File: config.mk
export PLATFORM = sky130hd
export DESIGN_NAME = stable_priority_queue_unit
export DESIGN_NICKNAME = d
export VERILOG_FILES = /design/src/hw/rtl/spq_pkg.sv /design/src/hw/rtl/spq_front.sv /design/src/hw/rtl/spq_back.sv /design/src/hw/rtl/stable_priority_queue_unit.sv
export SDC_FILE = /design/constraint.sdc
export NUM_CORES = 1
export LEC_CHECK = 0
export BUFFER_PORTS_ARGS = -buffer_cell sky130_fd_sc_hd__buf_2
export CAP_MARGIN = 25
export CORE_UTILIZATION = 28
export DETAILED_ROUTE_END_ITERATION = 7
export PLACE_DENSITY = 0.48
export SLEW_MARGIN = 0
export SYNTH_ARGS = -nofsm -noshare
export SYNTH_HDL_FRONTEND = slang
export SYNTH_SLANG_ARGS = --single-unit
export TNS_END_PERCENT = 5
File: constraint.sdc
create_clock -name clk -period 9.15 [get_ports clk]
set_clock_uncertainty 0.2 [all_clocks]
set_input_delay 2.745 -clock clk [delete_from_list [all_inputs] [get_ports clk]]
set_output_delay 2.745 -clock clk [all_outputs]
set_load 0.1 [all_outputs]
File: src/hw/rtl/spq_pkg.sv
`timescale 1ns / 1ps

package spq_pkg;

    // result status codes
    localparam logic [1:0] ST_INSERTED = 2'd0;
    localparam logic [1:0] ST_FULL     = 2'd1;
    localparam logic [1:0] ST_EMPTY    = 2'd2;
    localparam logic [1:0] ST_ENTRY    = 2'd3;

    // legal priority range, out-of-range values are clamped to it
    localparam logic [2:0] PRIO_MIN = 3'd1;
    localparam logic [2:0] PRIO_MAX = 3'd5;

    // command queue between front and back, depth must be a power of two
    localparam int CMD_FIFO_DEPTH = 2;
    localparam int CMD_PTR_W      = $clog2(CMD_FIFO_DEPTH);
    localparam int CMD_FILL_W     = $clog2(CMD_FIFO_DEPTH + 1);

    // request beat
    typedef struct packed {
        logic       req_type;
        logic [2:0] priority_req;
        logic [7:0] tag;
    } req_t;

    // response beat
    typedef struct packed {
        logic [1:0] status;
        logic [2:0] out_priority;
        logic [7:0] out_tag;
        logic       last;
    } rsp_t;

    // classified command, tag travels beside it at the stored width
    typedef struct packed {
        logic       is_list;
        logic [2:0] prio;
    } cmd_t;

endpackage

File: src/hw/rtl/spq_front.sv
`timescale 1ns / 1ps

module spq_front
    import spq_pkg::*;
#(
    parameter int TAG_BITS = 8
)
(
    input  logic                clk,
    input  logic                rst_n,
    input  logic                req_valid,
    output logic                req_stall,
    input  req_t                req,
    output logic                cmd_valid,
    output cmd_t                cmd,
    output logic [TAG_BITS-1:0] cmd_tag,
    input  logic                cmd_pop
);

    cmd_t                cmd_mem [CMD_FIFO_DEPTH];
    logic [TAG_BITS-1:0] tag_mem [CMD_FIFO_DEPTH];

    logic [CMD_PTR_W-1:0]  wr_ptr_reg, wr_ptr_next;
    logic [CMD_PTR_W-1:0]  rd_ptr_reg, rd_ptr_next;
    logic [CMD_FILL_W-1:0] fill_reg, fill_next;

    logic                push;
    cmd_t                cmd_in;
    logic [TAG_BITS+7:0] tag_wide;
    logic [TAG_BITS-1:0] tag_in;

    // classify and clamp the incoming beat
    always_comb
    begin
        cmd_in.is_list = req.req_type;
        if (req.priority_req < PRIO_MIN)
        begin
            cmd_in.prio = PRIO_MIN;
        end
        else if (req.priority_req > PRIO_MAX)
        begin
            cmd_in.prio = PRIO_MAX;
        end
        else
        begin
            cmd_in.prio = req.priority_req;
        end
    end

    // keep the low TAG_BITS bits of the tag, zero extended when wider
    assign tag_wide = {{TAG_BITS{1'b0}}, req.tag};
    assign tag_in   = tag_wide[TAG_BITS-1:0];

    // queue control
    assign req_stall = (fill_reg == CMD_FILL_W'(CMD_FIFO_DEPTH));
    assign push      = req_valid && !req_stall;
    assign cmd_valid = (fill_reg != '0);
    assign cmd       = cmd_mem[rd_ptr_reg];
    assign cmd_tag   = tag_mem[rd_ptr_reg];

    always_comb
    begin
        wr_ptr_next = wr_ptr_reg;
        rd_ptr_next = rd_ptr_reg;
        fill_next   = fill_reg;
        if (push)
        begin
            wr_ptr_next = wr_ptr_reg + 1'b1;
        end
        if (cmd_pop)
        begin
            rd_ptr_next = rd_ptr_reg + 1'b1;
        end
        if (push && !cmd_pop)
        begin
            fill_next = fill_reg + 1'b1;
        end
        else if (!push && cmd_pop)
        begin
            fill_next = fill_reg - 1'b1;
        end
    end

    always_ff @(posedge clk or negedge rst_n)
    begin
        if (!rst_n)
        begin
            wr_ptr_reg <= '0;
            rd_ptr_reg <= '0;
            fill_reg   <= '0;
        end
        else
        begin
            wr_ptr_reg <= wr_ptr_next;
            rd_ptr_reg <= rd_ptr_next;
            fill_reg   <= fill_next;
        end
    end

    // queue storage
    always_ff @(posedge clk)
    begin
        if (push)
        begin
            cmd_mem[wr_ptr_reg] <= cmd_in;
            tag_mem[wr_ptr_reg] <= tag_in;
        end
    end

endmodule

File: src/hw/rtl/spq_back.sv
`timescale 1ns / 1ps

module spq_back
    import spq_pkg::*;
#(
    parameter int QUEUE_DEPTH = 16,
    parameter int TAG_BITS    = 8
)
(
    input  logic                clk,
    input  logic                rst_n,
    input  logic                cmd_valid,
    input  cmd_t                cmd,
    input  logic [TAG_BITS-1:0] cmd_tag,
    output logic                cmd_pop,
    output logic                rsp_valid,
    input  logic                rsp_stall,
    output rsp_t                rsp
);

    localparam int CW = $clog2(QUEUE_DEPTH + 1);

    // sorted row of cells, cell 0 is the most urgent
    logic [2:0]          prio_reg  [QUEUE_DEPTH];
    logic [2:0]          prio_next [QUEUE_DEPTH];
    logic [TAG_BITS-1:0] tag_reg   [QUEUE_DEPTH];
    logic [TAG_BITS-1:0] tag_next  [QUEUE_DEPTH];

    // neighbor taps of each cell
    logic [2:0]          prio_up [QUEUE_DEPTH];
    logic [2:0]          prio_dn [QUEUE_DEPTH];
    logic [TAG_BITS-1:0] tag_up  [QUEUE_DEPTH];
    logic [TAG_BITS-1:0] tag_dn  [QUEUE_DEPTH];

    logic [CW-1:0] count_reg, count_next;
    logic [CW-1:0] idx_reg, idx_next;
    logic [CW-1:0] cnt_m1;

    logic                rsp_valid_reg, rsp_valid_next;
    rsp_t                rsp_reg, rsp_next;
    logic [TAG_BITS+7:0] head_tag_wide;

    logic [QUEUE_DEPTH-1:0] at;
    logic [QUEUE_DEPTH-1:0] at_prev;

    logic out_load;
    logic full;
    logic empty;
    logic list_last;
    logic do_ins;
    logic do_list;

    // step control
    assign out_load  = !rsp_valid_reg || !rsp_stall;
    assign full      = (count_reg == CW'(QUEUE_DEPTH));
    assign empty     = (count_reg == '0);
    assign cnt_m1    = count_reg - 1'b1;
    assign list_last = (idx_reg == cnt_m1);
    assign do_ins    = cmd_valid && out_load && !cmd.is_list && !full;
    assign do_list   = cmd_valid && out_load && cmd.is_list && !empty;
    assign cmd_pop   = cmd_valid && out_load && (!cmd.is_list || empty || list_last);

    // neighbor wiring, the end cells see a value that is never selected
    for (genvar g = 0; g < QUEUE_DEPTH; g++)
    begin : g_tap
        if (g < QUEUE_DEPTH - 1)
        begin : g_up
            assign prio_up[g] = prio_reg[g+1];
            assign tag_up[g]  = tag_reg[g+1];
        end
        else
        begin : g_up_end
            assign prio_up[g] = prio_reg[g];
            assign tag_up[g]  = tag_reg[g];
        end
        if (g > 0)
        begin : g_dn
            assign prio_dn[g] = prio_reg[g-1];
            assign tag_dn[g]  = tag_reg[g-1];
        end
        else
        begin : g_dn_end
            assign prio_dn[g] = prio_reg[g];
            assign tag_dn[g]  = tag_reg[g];
        end
    end

    // insert point: first stored cell of larger priority, or the first free cell
    always_comb
    begin
        for (int i = 0; i < QUEUE_DEPTH; i++)
        begin
            at[i] = ((CW'(i) < count_reg) && (prio_reg[i] > cmd.prio)) ||
                    (CW'(i) == count_reg);
        end
    end

    assign at_prev = {at[QUEUE_DEPTH-2:0], 1'b0};

    // cell update: shift on insert, rotate the stored part on list
    always_comb
    begin
        for (int i = 0; i < QUEUE_DEPTH; i++)
        begin
            prio_next[i] = prio_reg[i];
            tag_next[i]  = tag_reg[i];
            if (do_ins)
            begin
                if (at_prev[i])
                begin
                    prio_next[i] = prio_dn[i];
                    tag_next[i]  = tag_dn[i];
                end
                else if (at[i])
                begin
                    prio_next[i] = cmd.prio;
                    tag_next[i]  = cmd_tag;
                end
            end
            else if (do_list)
            begin
                if (CW'(i) == cnt_m1)
                begin
                    prio_next[i] = prio_reg[0];
                    tag_next[i]  = tag_reg[0];
                end
                else if (CW'(i) < cnt_m1)
                begin
                    prio_next[i] = prio_up[i];
                    tag_next[i]  = tag_up[i];
                end
            end
        end
    end

    always_ff @(posedge clk)
    begin
        for (int i = 0; i < QUEUE_DEPTH; i++)
        begin
            prio_reg[i] <= prio_next[i];
            tag_reg[i]  <= tag_next[i];
        end
    end

    // fill count and list position
    always_comb
    begin
        count_next = count_reg;
        idx_next   = idx_reg;
        if (do_ins)
        begin
            count_next = count_reg + 1'b1;
        end
        if (do_list)
        begin
            idx_next = list_last ? '0 : idx_reg + 1'b1;
        end
    end

    // response beat, head cell holds the entry being listed
    assign head_tag_wide = {8'b0, tag_reg[0]};

    always_comb
    begin
        rsp_valid_next = rsp_valid_reg;
        rsp_next       = rsp_reg;
        if (out_load)
        begin
            rsp_valid_next        = cmd_valid;
            rsp_next.out_priority = 3'd0;
            rsp_next.out_tag      = 8'd0;
            rsp_next.last         = 1'b1;
            if (cmd.is_list)
            begin
                if (empty)
                begin
                    rsp_next.status = ST_EMPTY;
                end
                else
                begin
                    rsp_next.status       = ST_ENTRY;
                    rsp_next.out_priority = prio_reg[0];
                    rsp_next.out_tag      = head_tag_wide[7:0];
                    rsp_next.last         = list_last;
                end
            end
            else
            begin
                rsp_next.status = full ? ST_FULL : ST_INSERTED;
            end
        end
    end

    always_ff @(posedge clk or negedge rst_n)
    begin
        if (!rst_n)
        begin
            count_reg     <= '0;
            idx_reg       <= '0;
            rsp_valid_reg <= 1'b0;
        end
        else
        begin
            count_reg     <= count_next;
            idx_reg       <= idx_next;
            rsp_valid_reg <= rsp_valid_next;
        end
    end

    always_ff @(posedge clk)
    begin
        rsp_reg <= rsp_next;
    end

    assign rsp_valid = rsp_valid_reg;
    assign rsp       = rsp_reg;

`ifndef ASSERT_OFF
    // fill count stays within the row
    a_count_range: assert property (@(posedge clk) disable iff (!rst_n)
        count_reg <= CW'(QUEUE_DEPTH))
        else $error("entry count beyond queue depth");

    // list position points at a stored entry
    a_idx_range: assert property (@(posedge clk) disable iff (!rst_n)
        (idx_reg != '0) |-> (idx_reg < count_reg))
        else $error("list position past stored entries");

    // an accepted insert grows the store by one
    a_ins_count: assert property (@(posedge clk) disable iff (!rst_n)
        do_ins |=> (count_reg == $past(count_reg) + 1'b1))
        else $error("insert did not grow the store");

    // a listed entry never comes from an empty store
    a_entry_nonempty: assert property (@(posedge clk) disable iff (!rst_n)
        (rsp_valid_reg && (rsp_reg.status == ST_ENTRY)) |-> (count_reg != '0))
        else $error("listed entry from empty store");
`endif

endmodule

File: src/hw/rtl/stable_priority_queue_unit.sv
`timescale 1ns / 1ps

// Stable priority queue of alerts. Insert requests store a clamped priority
// (1 most urgent .. 5 least) and a tag behind every entry of equal or more
// urgent priority; list requests return every stored entry in order, one
// response beat per entry with last on the final one, without removing any.
// A front stage classifies requests into a two-entry command queue; the back
// holds the entries in a compare-and-shift row of QUEUE_DEPTH cells. An
// insert, a rejected insert or an empty list gives one beat; a list of n
// entries gives n beats, one beat per cycle unless stalled, as the row
// rotates its stored part past the head cell and ends in its original
// order. Responses sit in an output register that keeps the back running
// while the consumer takes the previous beat. No clearing pass after reset.

module stable_priority_queue_unit
    import spq_pkg::*;
#(
    parameter int QUEUE_DEPTH = 16,
    parameter int TAG_BITS    = 8
)
(
    input  logic clk,
    input  logic rst_n,
    input  logic req_valid,
    output logic req_stall,
    input  req_t req,
    output logic rsp_valid,
    input  logic rsp_stall,
    output rsp_t rsp
);

    logic                cmd_valid;
    cmd_t                cmd;
    logic [TAG_BITS-1:0] cmd_tag;
    logic                cmd_pop;

    // request classification and command queue
    spq_front #(
        .TAG_BITS (TAG_BITS)
    ) u_front (
        .clk       (clk),
        .rst_n     (rst_n),
        .req_valid (req_valid),
        .req_stall (req_stall),
        .req       (req),
        .cmd_valid (cmd_valid),
        .cmd       (cmd),
        .cmd_tag   (cmd_tag),
        .cmd_pop   (cmd_pop)
    );

    // sorted row, list sequencing and response register
    spq_back #(
        .QUEUE_DEPTH (QUEUE_DEPTH),
        .TAG_BITS    (TAG_BITS)
    ) u_back (
        .clk       (clk),
        .rst_n     (rst_n),
        .cmd_valid (cmd_valid),
        .cmd       (cmd),
        .cmd_tag   (cmd_tag),
        .cmd_pop   (cmd_pop),
        .rsp_valid (rsp_valid),
        .rsp_stall (rsp_stall),
        .rsp       (rsp)
    );

endmodule

# Word level (Yosys, flattened, before mapping)

Memory sizes are Yosys's and may differ from the RTL's.
Index checks and enable logic that the tools add are counted.

Flip-flop bits (word level): 29
Latch bits: 0
Bits in writable memories: 200
Bits in read-only memories: 0
Bits of input ports: 16
Output and inout bits: 16
Logic and storage cells: 359
Memories: 4

$add $sub $neg: 7
$mul: 0
Div/mod/pow operators: 0
Magnitude comparators: 49
Equality and inequality tests: 33
Shift-type cells: 0
Multiplexer cells: 198
Bitwise logic cells: 1
Reductions and logical operators: 57

Memory list:

| memory          | depth | width | rd ports | clocked after Yosys merged registers in | wr ports | RTL line        | source |
|---|---|---|---|---|---|---|---|
| u_back.tag_reg  | 16    | 8     | 16       | 0                                       | 16       | spq_back.sv:26  | `logic [TAG_BITS-1:0] tag_reg [QUEUE_DEPTH];` |
| u_back.prio_reg | 16    | 3     | 16       | 0                                       | 16       | spq_back.sv:24  | `logic [2:0] prio_reg [QUEUE_DEPTH];` |
| u_front.tag_mem | 2     | 8     | 1        | 0                                       | 1        | spq_front.sv:21 | `logic [TAG_BITS-1:0] tag_mem [CMD_FIFO_DEPTH];` |
| u_front.cmd_mem | 2     | 4     | 1        | 0                                       | 1        | spq_front.sv:20 | `cmd_t cmd_mem [CMD_FIFO_DEPTH];` |

Operators with widths:

| kind                | count |
|---|---|
| $mux 8              | 94 |
| $mux 3              | 96 |
| $eq 4x5->1 const A  | 16 |
| $lt 4x5->1 const A  | 15 |
| $gt 3x3->1          | 16 |
| $eq 3x5->1 const A  | 8 |
| $lt 3x5->1 const A  | 8 |
| $logic_and 1x1->1   | 25 |
| $eq 2x5->1 const A  | 4 |
| $lt 1x5->1 const A  | 4 |
| $lt 2x5->1 const A  | 4 |
| $logic_or 1x1->1    | 19 |
| $add 5x1->5 const B | 2 |
| $eq 1x5->1 const A  | 2 |
| $logic_not 5->1     | 2 |
| $logic_not 1->1     | 8 |
| $mux 2              | 3 |
| $eq 5x5->1          | 1 |
| $eq 5x5->1 const B  | 1 |
| $mux 5              | 1 |
| $sub 5x1->5 const B | 1 |
| $mux 1              | 4 |
| $reduce_bool 2->1   | 2 |
| $gt 3x3->1 const B  | 1 |
| other kinds (7)     | 8 |

# Longest topological paths before layout

An unclocked memory read counts as a cell.

Depth in word-level cells: 8
Depth in mapped cells: 14

# Hierarchy

Synthesis repeated with hierarchy kept, for this count alone.

Cells, all modules: 1329
Area total of the unflattened synthesis: 14914.3 um2

By module, submodules not included:

| module    | instances | cells an instance | area each (um2) |
|---|---|---|---|
| spq_back  | 1         | 1269              | 13792.0 |
| spq_front | 1         | 60                | 1122.3 |

# Least setup slack after synthesis

OpenSTA, ideal clock, no wires.

Path type: input port to flip-flop
Start point: input port rsp_stall
End point: memory u_back.prio_reg[7][0], enable pin
Arrival: 4.975 ns
Data required time: 8.550 ns
Slack: 3.575 ns
Stages on the path: 7
Cell sequence: a2bb2oi_1 -> nand2_1 -> a21oi_2 -> buf_2 -> buf_1 -> nor3_1 -> a311oi_1

RTL lines:

| item        | RTL line                         | source |
|---|---|---|
| from (decl) | stable_priority_queue_unit.sv:28 | `input logic rsp_stall,` |
| to (decl)   | spq_back.sv:24                   |  |

==> results.py <==
metrics = {
    "clock_tree": {
        "htreeDepth": 1,
        "clock-root-buffer": "clkbuf_16",
        "hold_buffers": 0,
        "cts.sinks": 229,
        "cts_tree": "done",
        "insertion_delay_ns": 0.55,
        "clk_pin_slew_worst_paths_ns": 0.06,
        "postCtsSetupBuffers": 0,
        "numCtsBuffers": 28,
        "cts_buffer_depth": 3,
        "cts.repair.resized": 0,
    },
    "floorplan": {
        "die_area_mm2": 0.05255,
        "num_rows": 82,
        "ios": 32,
        "chipWidth_um": 229.2,
        "initial_core_util_pct": 28.59,
        "coreArea_mm2": 0.05058,
        "die_y_um": 229.2,
    },
    "yosys": {
        "syn_inst": 1357,
        "synth_top_area_cell": "edfxtp_1",
        "seq_area_frac_synth_pct": 47.04,
        "async_reset_ff_share_pct": 6.550,
        "ys_top_cells_by_area": "edfxtp_1, mux2i_1, ha_1",
        "yosys_warnings": 0,
        "netlist_area_mm2": 0.01446,
        "ys_ff_latch": 229,
        "ys_dominant_reg_cell": "edfxtp_1",
        "synth_top_area_share_pct": 44.44,
        "synth_cell_type_count": 71,
        "syn_nets": 1429,
        "synth_edf_count": 214,
        "syn_avg_cell_area_um2": 10.66,
    },
    "drt": {
        "wire_per_inst_um": 21.57,
        "drt_wl_total_um": 43880,
        "drc": 0,
        "drt-vias-per-instance": 5.499,
        "ant_nets": 0,
        "drt-initial-drc-count": 663,
        "first_pass_iters": 7,
        "vias": 11180,
    },
    "hold_path": {
        "hp-class": "reg2reg",
    },
    "critical_path": {
        "critPathTopFamily": "compound AO/OA/AOI/OAI gates",
        "r2r_setup_slack_ns": 4.48,
        "startpoint_type": "primary input",
        "critical_path_required_ns": 9.20,
        "path_class": "in2reg",
        "worstSetupStartpoint": "rsp_stall",
        "crit_top_cell": "buf_4",
        "r2r-start": "u_front.rd_ptr_reg",
        "worstPathArrival_ns": 5.68,
        "rr_endpoint": "u_back.prio_reg[1][2]",
        "crit_chain": "buf_2, a2bb2oi_1, nand2_1, a21oi_4, buf_4, nor2_1, a311oi_2, buf_4",
        "cp-end-kind": "flip-flop",
        "crit_buf_inv": 3,
        "crit_slowest_cell": "buf_4",
        "cpPeakStageDelay_ns": 0.79,
        "cp_max_fo": 87,
        "rr_worst_depth": 9,
        "cp-endpoint": "u_back.tag_reg[11][5]",
        "crit_cells": 8,
    },
    "finish": {
        "utilization_pct": 32.11,
        "largest_register_ffs": 128,
        "final_area_mm2": 0.01624,
        "drive_above_1_share_pct": 13.66,
        "synthToLayoutAreaGrowth_pct": 12.33,
        "final_nets": 1417,
        "n_antenna_cell": 0,
    },
    "timing": {
        "hold_ws_ns": 0.3092,
        "min_period_ns": 5.633,
        "fmax_mhz": 177.5,
        "hold_viol": 0,
        "min_period_over_period_pct": 61.56,
        "setup_viol": 0,
        "rsz0062_at_grt": "no",
        "slew_headroom_pct": 30.55,
        "setup-tns-final_ns": 0,
        "drv_slew": 0,
        "tightest_slew_ns": 1.042,
    },
    "place": {
        "gp_congestion": 0.8530,
        "io_buffers": 31,
        "hpwlAfterDp_um": 31570,
        "dpl-instance-area_mm2": 0.01536,
    },
    "grt": {
        "grt_busiest_layer": "met2",
        "grt.overflow.total": 0,
        "use_met3_pct": 1.992,
        "antenna_found_initial": 2,
        "grt_max_degree": 101,
        "met2_usage_pct": 27.24,
        "grt_pass1_wl_um": 67670,
        "grtUsageTotal_pct": 16.35,
        "first_global_vias": 11190,
        "met1_usage_pct": 21.84,
    },
    "flow_run": {
        "maxCapViolCount": 0,
    },
    "outcome": {
        "outcome": "finished clean",
    },
}
[synthesized netlist by cell type, types with 14 or more instances]
library cell  instances
clkbuf_1             66
nand2_1              86
and2_1               18
nor2b_1              18
edfxtp_1            214
nand2b_1             24
inv_1                30
a21oi_1              55
nand3_1              38
o31a_1               14
o21ai_0              51
ha_1                 56
mux2i_1             137
dfrtp_1              15
nor3_1              105
a221oi_1             59
buf_2                43
o311a_1              21
o211ai_1             25
nor2_1               88
[how the worst min path moves through the flow]
stage / start / endpoint / slack (ns) / cells after the start
6_report: u_front.wr_ptr_reg / u_front.wr_ptr_reg / 0.31 / 1
2_1_floorplan: u_front.wr_ptr_reg / u_front.wr_ptr_reg / 0.26 / 1
4_1_cts: u_front.wr_ptr_reg / u_front.wr_ptr_reg / 0.30 / 1
5_1_grt: u_front.wr_ptr_reg / u_front.wr_ptr_reg / 0.33 / 1
3_5_place_dp: u_front.wr_ptr_reg / u_front.wr_ptr_reg / 0.29 / 1
3_3_place_gp: u_front.wr_ptr_reg / u_front.wr_ptr_reg / 0.29 / 1
[kinds of logic after synthesis]
kind of cell | count (synthesis) | synth area share [%]
compound gates | 339 | 17.56
xor+xnor | 18 | 1.090
fa+ha+maj | 56 | 4.846
buf+inv | 153 | 4.612
flops | 229 | 47.04
mux | 161 | 11.63
simple gates | 401 | 13.22
[worst reg2reg max path, stage by stage (launching register included)]
cell	delay, ns
dfrtp_1	0.78
mux2_2	0.53
inv_1	0.65
ha_1	0.38
nor2b_1	0.13
o21ai_0	0.14
nand2b_1	0.13
a311oi_4	0.90
or2_2	0.45
o221a_2	0.26
[per-layer routing]
| layer | vias up | wire length (µm) |
|---|---|---|
| met2 | 250 | 20760 |
| met3 | 74 | 1547 |
| met4 | 0 | 1230 |
| met5 | - | 0 |
| li1 | 5218 | - |
| met1 | 5642 | 20340 |
[layout make-up]
class                      instances  area (µm²)
clock inverter                    10       81.33
tap                              672       840.8
sequential                       229        6802
inverter                          32       120.1
fill                            5121       34340
clock buffer                      37       755.7
timing repair buffer              79       535.5
multi-input combinational        975        7107
[per-stage QoR]
step | std cells | worst slack, ns
floorplan | 1357 | 3.575
global placement | 1978 | 2.683
detailed placement | 1982 | 2.629
CTS | 2029 | 3.165
global route | 2034 | 3.233
finish | 2034 | 3.517
[cell usage in the layout, fill, tap and decap left out, types with 12 or more instances in the layout]
cell type,n
nor2b_1,18
and2_1,18
edfxtp_1,214
a221oi_1,59
buf_4,46
a21oi_1,55
o211ai_1,25
o311a_1,21
nor3_1,104
o21ai_0,50
inv_1,30
nand2b_1,24
nand2_1,86
dfrtp_1,15
nand3_1,38
ha_1,56
buf_2,31
o22ai_1,12
o31a_1,14
clkbuf_16,29
mux2i_1,137
mux2_2,12
nor2_1,88
Power is not shown: default switching activity piles up to over one toggle a cycle in this logic, so the estimate is an artifact.
